`config.mk`:
```
export PLATFORM = sky130hd
export DESIGN_NAME = chinese_numeral_to_decimal
export DESIGN_NICKNAME = d
export VERILOG_FILES = /design/src/rtl/core/cnl_pkg.sv /design/src/rtl/core/cnl_alu.sv /design/src/rtl/core/cnl_outbuf.sv /design/src/rtl/core/cnl_ctrl.sv /design/src/rtl/core/chinese_numeral_to_decimal.sv
export VERILOG_INCLUDE_DIRS = /design/src /design/src/rtl/core
export SDC_FILE = /design/constraint.sdc
export NUM_CORES = 1
export LEC_CHECK = 0
export BUFFER_PORTS_ARGS = -buffer_cell sky130_fd_sc_hd__buf_2
export CAP_MARGIN = 20
export CORE_ASPECT_RATIO = 0.5
export CORE_MARGIN = 2
export CORE_UTILIZATION = 50
export DETAILED_ROUTE_END_ITERATION = 8
export HOLD_SLACK_MARGIN = 0.12
export PLACE_DENSITY = 0.73
export SKIP_CTS_REPAIR_TIMING = 1
export SLEW_MARGIN = 10
export SYNTH_ARGS = -nofsm -noshare
export SYNTH_HDL_FRONTEND = slang
export SYNTH_SLANG_ARGS = --single-unit
```
`constraint.sdc`:
```
create_clock -name clk -period 2.85 [get_ports clk]
set_clock_uncertainty 0.05 [all_clocks]
set_input_delay 0.4275 -clock clk [delete_from_list [all_inputs] [get_ports clk]]
set_output_delay 0.4275 -clock clk [all_outputs]
set_load 0.03 [all_outputs]
```
`src/rtl/core/chinese_numeral_to_decimal_macros.svh`:
```
// assertion macros for the chinese numeral converter, used by cnl_ctrl
// expects clk and rst in scope at the point of use
`ifndef CHINESE_NUMERAL_TO_DECIMAL_MACROS_SVH
`define CHINESE_NUMERAL_TO_DECIMAL_MACROS_SVH

// same-cycle implication
`define CNL_ASSERT_NOW(lbl, ante, cons, msg) \
  lbl: assert property (@(posedge clk) disable iff (rst) (ante) |-> (cons)) \
    else $error(msg);

// next-cycle implication
`define CNL_ASSERT_NEXT(lbl, ante, cons, msg) \
  lbl: assert property (@(posedge clk) disable iff (rst) (ante) |=> (cons)) \
    else $error(msg);

`endif

```
`src/rtl/core/cnl_pkg.sv`:
```
// shared types, symbol codes and the utf-8 symbol decoder
// no dependencies
`default_nettype none

package cnl_pkg;

  localparam int SYM_COUNT = 16;

  // internal symbol values: digits 0..9, then the units
  localparam logic [3:0] SYM_ZERO   = 4'd0;
  localparam logic [3:0] SYM_ONE    = 4'd1;
  localparam logic [3:0] SYM_NINE   = 4'd9;
  localparam logic [3:0] SYM_TEN    = 4'd10;
  localparam logic [3:0] SYM_MYRIAD = 4'd13;

  localparam logic [23:0] SYM_CODE [SYM_COUNT] = '{
    24'hE99BB6, 24'hE4B880, 24'hE4BA8C, 24'hE4B889, 24'hE59B9B, 24'hE4BA94,
    24'hE585AD, 24'hE4B883, 24'hE585AB, 24'hE4B99D, 24'hE58D81, 24'hE799BE,
    24'hE58D83, 24'hE4B887, 24'hE585A9, 24'hE890AC
  };

  localparam logic [3:0] SYM_VALUE [SYM_COUNT] = '{
    4'd0, 4'd1, 4'd2, 4'd3, 4'd4, 4'd5, 4'd6, 4'd7, 4'd8, 4'd9,
    4'd10, 4'd11, 4'd12, 4'd13, 4'd2, 4'd13
  };

  typedef struct packed {
    logic       ok;
    logic [3:0] value;
  } sym_t;

  // one result toward the output register
  typedef struct packed {
    logic       valid;
    logic [3:0] digit;
    logic       eon;
  } push_t;

  function automatic sym_t decode_symbol(input logic [23:0] code);
    sym_t r;
    r = '{ok: 1'b0, value: SYM_ZERO};
    for (int i = 0; i < SYM_COUNT; i++) begin
      if (code == SYM_CODE[i]) begin
        r.ok    = 1'b1;
        r.value = SYM_VALUE[i];
      end
    end
    return r;
  endfunction

endpackage

`default_nettype wire

```
`src/rtl/core/cnl_alu.sv`:
```
// shared 4-bit subtractor with borrow, used for unit compares,
// zero counts and the zero-run countdown; no dependencies
`default_nettype none

module cnl_alu (
  input  wire logic [3:0] a,
  input  wire logic [3:0] b,
  output logic      [3:0] diff,
  output logic            borrow
);

  assign {borrow, diff} = {1'b0, a} - {1'b0, b};

endmodule

`default_nettype wire

```
`src/rtl/core/cnl_outbuf.sv`:
```
// single result register between the sequencer and the output channel
// depends on cnl_pkg
`default_nettype none

module cnl_outbuf import cnl_pkg::*; (
  input  wire logic       clk,
  input  wire logic       rst,
  input  wire push_t      push,
  output logic            push_rdy,
  output logic      [5:0] digit_char,
  output logic            end_of_number,
  output logic            digit_valid,
  input  wire logic       digit_ready
);

  logic [3:0] digit;
  logic       eon;

  assign push_rdy      = !digit_valid || digit_ready;
  assign digit_char    = {2'b11, digit};
  assign end_of_number = eon;

  always_ff @(posedge clk) begin
    if (rst) begin
      digit_valid <= 1'b0;
    end else if (push.valid) begin
      digit_valid <= 1'b1;
    end else if (digit_ready) begin
      digit_valid <= 1'b0;
    end
  end

  always_ff @(posedge clk) begin
    if (push.valid) begin
      digit <= push.digit;
      eon   <= push.eon;
    end
  end

endmodule

`default_nettype wire

```
`src/rtl/core/cnl_ctrl.sv`:
```
// sequencer and numeral state: decode, take, zero runs and end of number
// depends on cnl_pkg, cnl_alu and the assertion macro header
`default_nettype none
`include "chinese_numeral_to_decimal_macros.svh"

module cnl_ctrl import cnl_pkg::*; (
  input  wire logic        clk,
  input  wire logic        rst,
  input  wire logic        char_valid,
  input  wire logic [23:0] char_code,
  input  wire logic        is_last,
  output logic             char_ready,
  output push_t            push,
  input  wire logic        push_rdy
);

  localparam logic [2:0] ST_IDLE = 3'd0;
  localparam logic [2:0] ST_HELD = 3'd1;
  localparam logic [2:0] ST_MAIN = 3'd2;
  localparam logic [2:0] ST_TAKE = 3'd3;
  localparam logic [2:0] ST_EMIT = 3'd4;
  localparam logic [2:0] ST_LAST = 3'd5;
  localparam logic [2:0] ST_FIN  = 3'd6;

  logic [2:0] state, state_next;
  logic [2:0] ret_state, ret_state_next;
  logic [3:0] sym, sym_next;
  logic       sym_ok, sym_ok_next;
  logic       last_flag, last_flag_next;
  logic [3:0] take_sym, take_sym_next;
  logic       first_take, first_take_next;
  logic [2:0] cnt, cnt_next;
  logic       tail, tail_next;
  logic [3:0] tail_d, tail_d_next;
  logic       held_valid, held_valid_next;
  logic [3:0] pu, pu_next;
  logic [3:0] pd, pd_next;
  logic       at_first, at_first_next;
  logic       stopped, stopped_next;
  logic       any_emitted, any_emitted_next;
  logic [3:0] last_out, last_out_next;

  sym_t       dec;
  logic [3:0] alu_a, alu_b, alu_diff;
  logic       alu_borrow;
  logic       emit_ok, do_emit;
  logic [3:0] emit_d;

  assign dec     = decode_symbol(char_code);
  assign emit_ok = !any_emitted || push_rdy;

  cnl_alu u_alu (
    .a      (alu_a),
    .b      (alu_b),
    .diff   (alu_diff),
    .borrow (alu_borrow)
  );

  // operand selection for the shared subtractor
  always_comb begin
    alu_a = pu;
    alu_b = SYM_TEN;
    case (state)
      ST_TAKE: begin
        if (take_sym < SYM_TEN) begin
          alu_a = SYM_TEN;
          alu_b = pu;
        end else if (take_sym == SYM_MYRIAD) begin
          alu_b = SYM_NINE;
        end else begin
          alu_b = 4'(take_sym + 4'd1);
        end
      end
      ST_EMIT: begin
        alu_a = {1'b0, cnt};
        alu_b = 4'd1;
      end
      default: begin
        alu_a = pu;
        alu_b = SYM_TEN;
      end
    endcase
  end

  always_comb begin
    state_next       = state;
    ret_state_next   = ret_state;
    sym_next         = sym;
    sym_ok_next      = sym_ok;
    last_flag_next   = last_flag;
    take_sym_next    = take_sym;
    first_take_next  = first_take;
    cnt_next         = cnt;
    tail_next        = tail;
    tail_d_next      = tail_d;
    held_valid_next  = held_valid;
    pu_next          = pu;
    pd_next          = pd;
    at_first_next    = at_first;
    stopped_next     = stopped;
    any_emitted_next = any_emitted;
    last_out_next    = last_out;
    push             = '0;
    do_emit          = 1'b0;
    emit_d           = SYM_ZERO;
    char_ready       = (state == ST_IDLE);

    unique case (state)
      ST_IDLE: begin
        if (char_valid) begin
          sym_next       = dec.value;
          sym_ok_next    = dec.ok;
          last_flag_next = is_last;
          state_next     = ST_HELD;
        end
      end
      ST_HELD: begin
        if (stopped) begin
          state_next = last_flag ? ST_LAST : ST_IDLE;
        end else if (!sym_ok) begin
          stopped_next = 1'b1;
          if (held_valid) begin
            held_valid_next = 1'b0;
            at_first_next   = 1'b0;
          end
          state_next = last_flag ? ST_LAST : ST_IDLE;
        end else if (held_valid) begin
          held_valid_next = 1'b0;
          if (sym == SYM_TEN) begin
            // zero before ten counts as one
            take_sym_next   = SYM_ONE;
            first_take_next = 1'b1;
            state_next      = ST_TAKE;
          end else begin
            at_first_next = 1'b0;
            state_next    = ST_MAIN;
          end
        end else begin
          state_next = ST_MAIN;
        end
      end
      ST_MAIN: begin
        if (sym == SYM_ZERO) begin
          held_valid_next = 1'b1;
          state_next      = last_flag ? ST_LAST : ST_IDLE;
        end else begin
          take_sym_next   = sym;
          first_take_next = 1'b0;
          state_next      = ST_TAKE;
        end
      end
      ST_TAKE: begin
        ret_state_next = first_take ? ST_MAIN : (last_flag ? ST_LAST : ST_IDLE);
        cnt_next       = '0;
        tail_next      = 1'b0;
        tail_d_next    = pd;
        at_first_next  = 1'b0;
        state_next     = ST_EMIT;
        if (at_first && take_sym == SYM_TEN) begin
          tail_next   = 1'b1;
          tail_d_next = SYM_ONE;
          pu_next     = SYM_TEN;
          pd_next     = SYM_ZERO;
        end else if (take_sym < SYM_TEN) begin
          // digit: write now unless a unit above ten is in force
          if (!alu_borrow) begin
            tail_next   = 1'b1;
            tail_d_next = take_sym;
            pu_next     = SYM_ZERO;
          end else begin
            pd_next = take_sym;
          end
        end else if (take_sym < SYM_MYRIAD) begin
          if (!alu_borrow) begin
            cnt_next = 3'(alu_diff);
          end
          tail_next   = (pu != SYM_ZERO);
          tail_d_next = pd;
          pu_next     = take_sym;
          pd_next     = SYM_ZERO;
        end else begin
          if (!alu_borrow) begin
            cnt_next = 3'(alu_diff);
          end
          pu_next = SYM_MYRIAD;
          pd_next = SYM_ZERO;
        end
      end
      ST_EMIT: begin
        if (cnt != '0) begin
          if (emit_ok) begin
            do_emit  = 1'b1;
            emit_d   = SYM_ZERO;
            cnt_next = 3'(alu_diff);
          end
        end else if (tail) begin
          if (emit_ok) begin
            do_emit   = 1'b1;
            emit_d    = tail_d;
            tail_next = 1'b0;
          end
        end else begin
          state_next = ret_state;
        end
      end
      ST_LAST: begin
        cnt_next       = '0;
        tail_next      = 1'b0;
        tail_d_next    = pd;
        held_valid_next = 1'b0;
        if (!alu_borrow) begin
          cnt_next  = 3'(alu_diff);
          tail_next = 1'b1;
        end
        ret_state_next = ST_FIN;
        state_next     = ST_EMIT;
      end
      ST_FIN: begin
        if (push_rdy) begin
          push.valid       = 1'b1;
          push.digit       = any_emitted ? last_out : SYM_ZERO;
          push.eon         = 1'b1;
          held_valid_next  = 1'b0;
          pu_next          = SYM_ZERO;
          pd_next          = SYM_ZERO;
          at_first_next    = 1'b1;
          stopped_next     = 1'b0;
          any_emitted_next = 1'b0;
          last_out_next    = SYM_ZERO;
          state_next       = ST_IDLE;
        end
      end
      default: begin
        state_next = ST_IDLE;
      end
    endcase

    // the digit written before is released, the new one is held back
    if (do_emit) begin
      push.valid       = any_emitted;
      push.digit       = last_out;
      push.eon         = 1'b0;
      last_out_next    = emit_d;
      any_emitted_next = 1'b1;
    end
  end

  always_ff @(posedge clk) begin
    if (rst) begin
      state       <= ST_IDLE;
      ret_state   <= ST_IDLE;
      sym         <= SYM_ZERO;
      sym_ok      <= 1'b0;
      last_flag   <= 1'b0;
      take_sym    <= SYM_ZERO;
      first_take  <= 1'b0;
      cnt         <= '0;
      tail        <= 1'b0;
      tail_d      <= SYM_ZERO;
      held_valid  <= 1'b0;
      pu          <= SYM_ZERO;
      pd          <= SYM_ZERO;
      at_first    <= 1'b1;
      stopped     <= 1'b0;
      any_emitted <= 1'b0;
      last_out    <= SYM_ZERO;
    end else begin
      state       <= state_next;
      ret_state   <= ret_state_next;
      sym         <= sym_next;
      sym_ok      <= sym_ok_next;
      last_flag   <= last_flag_next;
      take_sym    <= take_sym_next;
      first_take  <= first_take_next;
      cnt         <= cnt_next;
      tail        <= tail_next;
      tail_d      <= tail_d_next;
      held_valid  <= held_valid_next;
      pu          <= pu_next;
      pd          <= pd_next;
      at_first    <= at_first_next;
      stopped     <= stopped_next;
      any_emitted <= any_emitted_next;
      last_out    <= last_out_next;
    end
  end

  `CNL_ASSERT_NOW(a_push_fits, push.valid, push_rdy, "push while output register is full")
  `CNL_ASSERT_NOW(a_unit_legal, 1'b1, (pu == SYM_ZERO) || (pu >= SYM_TEN), "bad unit in force")
  `CNL_ASSERT_NOW(a_eon_in_fin, push.valid && push.eon, state == ST_FIN, "end of number outside final step")
  `CNL_ASSERT_NEXT(a_fin_clears, push.valid && push.eon, (state == ST_IDLE) && at_first && !any_emitted && (pu == SYM_ZERO), "state not cleared after number end")

endmodule

`default_nettype wire

```
`src/rtl/core/chinese_numeral_to_decimal.sv`:
```
// top level of the chinese numeral to ascii decimal converter
// depends on cnl_pkg, cnl_ctrl (with cnl_alu) and cnl_outbuf
//
//   channel  | handshake                 | payload
//   ---------+---------------------------+------------------------------
//   char     | char_valid / char_ready   | char_code[23:0], is_last
//   digit    | digit_valid / digit_ready | digit_char[5:0], end_of_number
//
// one request at a time: char_ready is high only while the sequencer idles;
// an unrecognised or ignored character only passes the decode step, a zero
// is held for lookahead, and a digit or unit is taken and then emitted, one
// emit step per digit written; a last character adds a final step plus one
// per deferred zero and kept digit, all around one shared 4-bit subtractor
// rst is synchronous: the number state goes back to empty, no digit pending
// a stalled digit channel holds the sequencer only at the steps that write
`default_nettype none

module chinese_numeral_to_decimal import cnl_pkg::*; (
  input  wire logic        clk,
  input  wire logic        rst,
  input  wire logic        char_valid,
  output logic             char_ready,
  input  wire logic [23:0] char_code,
  input  wire logic        is_last,
  output logic             digit_valid,
  input  wire logic        digit_ready,
  output logic      [5:0]  digit_char,
  output logic             end_of_number
);

  // one result per cycle at most from the sequencer into the output register, only while it has room
  push_t push;
  logic  push_rdy;

  // sequencer: symbol decode, zero lookahead, deferred zeros and the
  // held-back last digit that carries the end-of-number mark
  cnl_ctrl u_ctrl (
    .clk        (clk),
    .rst        (rst),
    .char_valid (char_valid),
    .char_code  (char_code),
    .is_last    (is_last),
    .char_ready (char_ready),
    .push       (push),
    .push_rdy   (push_rdy)
  );

  // output register: a finished digit waits here while the sequencer
  // moves on with the next step
  cnl_outbuf u_outbuf (
    .clk           (clk),
    .rst           (rst),
    .push          (push),
    .push_rdy      (push_rdy),
    .digit_char    (digit_char),
    .end_of_number (end_of_number),
    .digit_valid   (digit_valid),
    .digit_ready   (digit_ready)
  );

endmodule

`default_nettype wire

```
==> results of run 1 <==
-- path summary, 6_finish.rpt --
| kind | start | endpoint | depth (start not counted) |
|---|---|---|---|
| setup / recovery | u_ctrl.state[2] | u_ctrl.tail_d[1] | 12 |
| hold / removal | is_last | u_ctrl.last_flag | 3 |
| setup reg to reg | u_ctrl.state[2] | u_ctrl.tail_d[1] | 12 |
| hold reg to reg | u_ctrl.at_first | u_ctrl.at_first | 1 |
-- routing by layer --
metal | global-route usage | vias to the layer above
li1 | - | 1500
met2 | 0.430 | 124
met4 | 0.110 | 0
met5 | 0 | -
met3 | 0.0433 | 16
met1 | 0.318 | 1495
-- cell usage after synthesis, drive strengths merged (7+ instances only) --
| cell type | count |
|---|---|
| buf | 7 |
| nor2 | 52 |
| clkbuf | 12 |
| o21ai | 21 |
| nor3 | 7 |
| nor2b | 14 |
| a21o | 8 |
| nand3 | 8 |
| a21oi | 25 |
| dfxtp | 42 |
| mux2i | 7 |
| nand4 | 10 |
| nor4 | 7 |
| nor3b | 7 |
| nand2 | 37 |
| a22oi | 10 |
| and2 | 10 |
| inv | 7 |
-- power breakdown --
part           internal [W]  switching [W]
logic             0.0000704      0.0000965
registers          0.000677      0.0000111
clock network      0.000323       0.000249
-- critical path: stages (launching register included) --
cell and delay (ps):
sky130_fd_sc_hd__dfxtp_4 370, sky130_fd_sc_hd__and2b_2 220, sky130_fd_sc_hd__nand2_4 80, sky130_fd_sc_hd__nand2_1 70
sky130_fd_sc_hd__a2bb2oi_2 140, sky130_fd_sc_hd__ha_2 190, sky130_fd_sc_hd__fa_2 420, sky130_fd_sc_hd__nor2b_4 150
sky130_fd_sc_hd__o21ai_4 90, sky130_fd_sc_hd__a211oi_4 350, sky130_fd_sc_hd__mux2_4 340, sky130_fd_sc_hd__a22oi_2 160
sky130_fd_sc_hd__nor2_1 50
-- kinds of logic (layout without fill, tap and decap cells) --
family / count (synthesis) / count (layout) / share of synthesized area
other: 1 / 2 / 0.00124
adders and majority gates: 4 / 4 / 0.0191
DFF: 47 / 47 / 0.329
xor gates and xnor gates: 1 / 1 / 0.00291
buffers and inverters: 26 / 79 / 0.0419
and+or+nand+nor: 187 / 187 / 0.343
AOI/OAI and AO/OA: 103 / 103 / 0.232
muxes: 9 / 9 / 0.0307
-- state kept, by name, summed over array words and instances, names as in the netlist --
signal                  cells
u_outbuf.digit              4
u_ctrl.cnt                  3
u_ctrl.any_emitted          1
u_ctrl.first_take           1
u_ctrl.pu                   4
u_ctrl.last_flag            1
u_ctrl.stopped              1
u_ctrl.tail_d               4
u_ctrl.ret_state            3
u_ctrl.take_sym             4
u_ctrl.last_out             4
u_outbuf.end_of_number      1
u_ctrl.held_valid           1
u_ctrl.sym                  4
u_ctrl.pd                   4
u_ctrl.at_first             1
u_ctrl.sym_ok               1
u_ctrl.tail                 1
u_ctrl.state                3
u_outbuf.digit_valid        1
-- final cells by class --
class	count	area share
inverters	7	0.00718
clock buffers	5	0.0342
well taps	73	0.0250
repair buffers	64	0.109
flip-flops and latches	47	0.275
clock inverters	3	0.00547
multi-input cells	306	0.545
-- layout by cell type, fill, tap and decap left out, drive strengths merged, types with 3 or more instances in the layout --
cell     Yosys  routed
a21oi       25      25
and3b        4       4
a2bb2oi      4       4
nor2        52      52
ha           3       3
nand2       37      37
a31oi        5       5
nor4         7       7
mux2i        7       7
nor2b       14      14
dfxtp       42      42
clkbuf      12       6
a21o         8       8
nor3b        7       7
a211oi       6       6
o21ai       21      21
and2        10      10
nor3         7       7
nand3b       4       4
a22oi       10      10
or4          3       3
edfxtp       5       5
nand3        8       8
o22ai        5       5
or2          3       3
inv          7       7
nor4bb       4       4
buf          7      63
nand4       10      10
nand2b       4       4
-- through the flow --
stage | cell area, um2 | instances
6_report | 3660 | 505
5_1_grt | 3660 | 505
4_1_cts | 3510 | 496
3_5_place_dp | 3370 | 488
3_3_place_gp | 3370 | 488
2_1_floorplan | 3070 | 379
==> flow_metrics.env, run 1 <==
export IMPL_yosysSeqAreaShare=0.329
export IMPL_timing_setup_critical_path_class="reg -> reg"
export IMPL_cp_data_required_time_ps=2980
export IMPL_timing_final_max_slew_violations=0
export IMPL_yosys_warnings=0
export IMPL_post_synth_instance_area_um2=3010
export IMPL_routed_via_density=6.21
export IMPL_synthesis_area_per_instance_um2=7.97
export IMPL_ys_async_sr_fraction=0
export IMPL_sequential_area_um2=1000
export IMPL_hp_class="in -> reg"
export IMPL_final_util=0.647
export IMPL_crit_fanout=7
export IMPL_route_met2_wl_um=4050
export IMPL_ratio_of_cells_with_drive_above_1_in_the_final_layout=0.259
export IMPL_synth_seq_cells=47
export IMPL_multi_input_combinational_cell_area_um2=1990
export IMPL_layout_filler_cells=471
export IMPL_antenna_violations_before_repair=0
export IMPL_detailedRoute_firstPassIterationCount=4
export IMPL_tritoncts_num_buffers=5
export IMPL_wirelength_um=8400
export IMPL_setup_slack_ps=43.1
export IMPL_clk_root_buffer_cell="sky130_fd_sc_hd__clkbuf_16"
export IMPL_worst_ir_drop_vdd_v=0.000229
export IMPL_met1_length_um=3620
export IMPL_design_portCount=38
export IMPL_finalCritPeriodShare=0.985
export IMPL_grt_max_degree=22
export IMPL_global_route_wire_length_before_repair_um=13300
export IMPL_worst_setup_path_start_kind="flip-flop"
export IMPL_die_x_extent_um=114
export IMPL_hold_violations=0
export IMPL_fp_dieArea_um2=6700
export IMPL_synth_top_cells_by_area="sky130_fd_sc_hd__dfxtp_1, sky130_fd_sc_hd__nor2_1, sky130_fd_sc_hd__edfxtp_1"
export IMPL_setup_repair_after_global_routing_missed_its_margin="true"
export IMPL_power_leakage_nw=1.38
export IMPL_netlist_instances=378
export IMPL_first_global_vias=2916
export IMPL_area_growth_syn_to_layout_pct=21.4
export IMPL_gp_routability_congestion=0.951
export IMPL_placementRows=19
export IMPL_finalHoldWorstSlack_ps=320
export IMPL_h_tree_depth=2
export IMPL_dpl_worst_slack_ps=-27.7
export IMPL_routed_wire_length_per_instance_um=16.6
export IMPL_tightest_slew_ps=598
export IMPL_gr_total_overflow=0
export IMPL_core_area_um2=5660
export IMPL_worst_setup_hold_path_clk_slew_ps=60
export IMPL_detail_route_iter0_violations=265
export IMPL_setup_viol_count_final=0
export IMPL_reg2reg_setup_slack_ps=40
export IMPL_antenna_diode_count=0
export IMPL_status="finished, final reports clean"
export IMPL_maximum_frequency_from_static_timing_analysis_ghz=0.356
export IMPL_initial_utilization=0.533
export IMPL_cts_tree="done"
export IMPL_routed_via_count=3135
export IMPL_place_port_buffers=35
export IMPL_post_detail_place_hpwl_um=6200
export IMPL_power_density_cell_area_nw_per_um2=390
export IMPL_synth_edff_count=5
export IMPL_fin_total_pwr_w=0.00143
export IMPL_period_minus_slack_ps=2810
export IMPL_wl_met3_um=580
export IMPL_synthDominantAreaCellType="sky130_fd_sc_hd__dfxtp_1"
export IMPL_drv_max_cap_violation_count=0
export IMPL_clk_path_buf_depth=2
export IMPL_cts_sinks=47
export IMPL_critical_path_arrival_ps=2930
export IMPL_layout_nets=464
export IMPL_max_slew_headroom=0.596
export IMPL_floorplan_die_height_um=58.9
export IMPL_drt_drc_violations_left=0
export IMPL_track_usage=0.250
export IMPL_top_reg_cell_synth="sky130_fd_sc_hd__dfxtp_1"
export IMPL_synth_cell_types=72
export IMPL_share_of_the_synthesized_area_in_the_top_cell_type=0.279
export IMPL_cp_end_kind="flip-flop"
export IMPL_skew_pair_late_insertion_delay_ps=290
export IMPL_highest_signal_layer_in_the_routed_design="met4"
export IMPL_detail_route_antenna_nets=0
export IMPL_tns_ps=0
Note: power is estimated with default switching activity, not from simulation.
==> run 2, diff against run 1 <==
PLACE_DENSITY = 0.77   (was 0.73)
SKIP_CTS_REPAIR_TIMING = unset   (was 1)
==> run 2 against run 1 <==
Net effect:
- hold slack better by 10 ps
- sequential cell count unchanged
- non-clock buffer count down 6
- first-iteration DRC count up 18%
- die area unchanged
- critical path type unchanged
==> flow_metrics.env, run 2 (synthesis gave the netlist of run 1 again) <==
export IMPL_timing_critical_path_slowest_cell_delay_ps=480
export IMPL_period_minus_slack_ps=2810
export IMPL_cp_data_required_time_ps=3010
export IMPL_tightest_slew_ps=703
export IMPL_placementRows=19
export IMPL_critical_path_arrival_ps=2960
export IMPL_antenna_violations_before_repair=0
export IMPL_power_density_cell_area_nw_per_um2=397
export IMPL_slowest_stage="sky130_fd_sc_hd__or4_1"
export IMPL_tritoncts_num_buffers=5
export IMPL_worst_setup_path_start_kind="flip-flop"
export IMPL_final_common_cell="sky130_fd_sc_hd__nor2_1"
export IMPL_design_portCount=38
export IMPL_timing_setup_critical_path_class="reg -> reg"
export IMPL_gp_routability_congestion=0.914
export IMPL_max_slew_headroom=0.525
export IMPL_power_leakage_nw=1.34
export IMPL_track_usage=0.252
export IMPL_die_x_extent_um=114
export IMPL_mostFrequentLayoutCells="sky130_fd_sc_hd__nor2_1, sky130_fd_sc_hd__dfxtp_1, sky130_fd_sc_hd__nand2_1, sky130_fd_sc_hd__buf_2, sky130_fd_sc_hd__a21oi_1"
export IMPL_routed_wire_length_per_instance_um=16.6
export IMPL_ratio_of_cells_with_drive_above_1_in_the_final_layout=0.239
export IMPL_setup_slack_ps=43.2
export IMPL_hold_violations=0
export IMPL_global_route_wire_length_before_repair_um=13600
export IMPL_worst_setup_hold_path_clk_slew_ps=60
export IMPL_drt_drc_violations_left=0
export IMPL_crit_fanout=6
export IMPL_hp_class="in -> reg"
export IMPL_clk_root_buffer_cell="sky130_fd_sc_hd__clkbuf_16"
export IMPL_cts_hold_buffers_added=0
export IMPL_detailedRoute_firstPassIterationCount=5
export IMPL_r2r_cells=10
export IMPL_final_util=0.634
export IMPL_place_port_buffers=35
export IMPL_first_global_vias=2964
export IMPL_hold_depth=3
export IMPL_cts_sinks=47
export IMPL_area_growth_syn_to_layout_pct=19.1
export IMPL_status="finished, final reports clean"
export IMPL_antenna_diode_count=0
export IMPL_floorplan_die_height_um=58.9
export IMPL_routed_via_count=3100
export IMPL_setup_viol_count_final=0
export IMPL_skew_pair_late_insertion_delay_ps=280
export IMPL_timing_critical_path_cells="o21a_2 > nor2_1 > a41oi_1 > o21ai_0 > ha_1 > o21ai_4 > a211oi_2 > or2_4 > or4_1 > a21oi_1"
export IMPL_h_tree_depth=2
export IMPL_fin_total_pwr_w=0.00142
export IMPL_core_area_um2=5660
export IMPL_sequential_area_um2=1000
export IMPL_layout_filler_cells=495
export IMPL_cts_tree="done"
export IMPL_wirelength_um=8290
export IMPL_detail_route_antenna_nets=0
export IMPL_finalHoldWorstSlack_ps=330
export IMPL_layout_nets=458
export IMPL_cp_end_kind="flip-flop"
export IMPL_finalCritPeriodShare=0.985
export IMPL_dpl_worst_slack_ps=-110
export IMPL_detail_route_iter0_violations=313
export IMPL_post_detail_place_hpwl_um=6030
export IMPL_grt_max_degree=21
export IMPL_worst_ir_drop_vdd_v=0.000226
export IMPL_initial_utilization=0.533
export IMPL_maximum_frequency_from_static_timing_analysis_ghz=0.356
export IMPL_gr_total_overflow=0
export IMPL_multi_input_combinational_cell_area_um2=1980
export IMPL_routed_via_density=6.21
export IMPL_final_cell_area_um2=3590
export IMPL_placement_cell_area_um2=3360
export IMPL_timing_final_max_slew_violations=0
export IMPL_clk_path_buf_depth=2
export IMPL_drv_max_cap_violation_count=0
export IMPL_fp_dieArea_um2=6700
-- run 2: worst paths after layout --
check	start	endpoint	slack, ps
max	u_ctrl.take_sym[2]	u_ctrl.pd[3]	40
min	is_last	u_ctrl.last_flag	330
max reg2reg	u_ctrl.take_sym[2]	u_ctrl.pd[3]	40
min reg2reg	u_ctrl.at_first	u_ctrl.at_first	410
-- run 2: power by group --
part           switching, W  internal [W]  total, W  leakage (nW)
sequential        0.0000112      0.000677  0.000689         0.391
clock              0.000249      0.000323  0.000572        0.0658
combinational     0.0000961     0.0000667  0.000163         0.886
-- run 2: layout make-up --
class                      instances  share of cell area
tap                               73              0.0254
sequential                        47               0.278
clock inverter                     3             0.00558
timing repair buffer              58              0.0969
multi-input combinational        306               0.551
inverter                           7             0.00732
clock buffer                       5              0.0349
-- run 2: critical path, delay by kind of cell (launching register included) --
| family | cells | cell delay (ps) |
|---|---|---|
| and+or+nand+nor | 3 | 790 |
| AOI/OAI and AO/OA | 6 | 1130 |
| DFF | 1 | 420 |
| adders and majority gates | 1 | 350 |
-- run 2: per-stage QoR --
step	TNS [ps]	cells
floorplan	0	379
global placement	0	487
detailed placement	-110	487
CTS	0	495
global route	-137	499
finish	0	499
-- run 2: metal layers --
| layer | up-vias | track usage | share of wire |
|---|---|---|---|
| met5 | - | 0 | 0 |
| met1 | 1432 | 0.316 | 0.42 |
| met3 | 21 | 0.0515 | 0.090 |
| met2 | 164 | 0.443 | 0.47 |
| li1 | 1483 | - | - |
| met4 | 0 | 0.0889 | 0.018 |
-- run 2: what timing repair did --
| item | CTS | global route |
|---|---|---|
| endpoints found under the setup margin | 3 | 8 |
| buffers inserted | 0 | 4 |
| gates resized for setup | 4 | 15 |
| pin swaps | 1 | 7 |
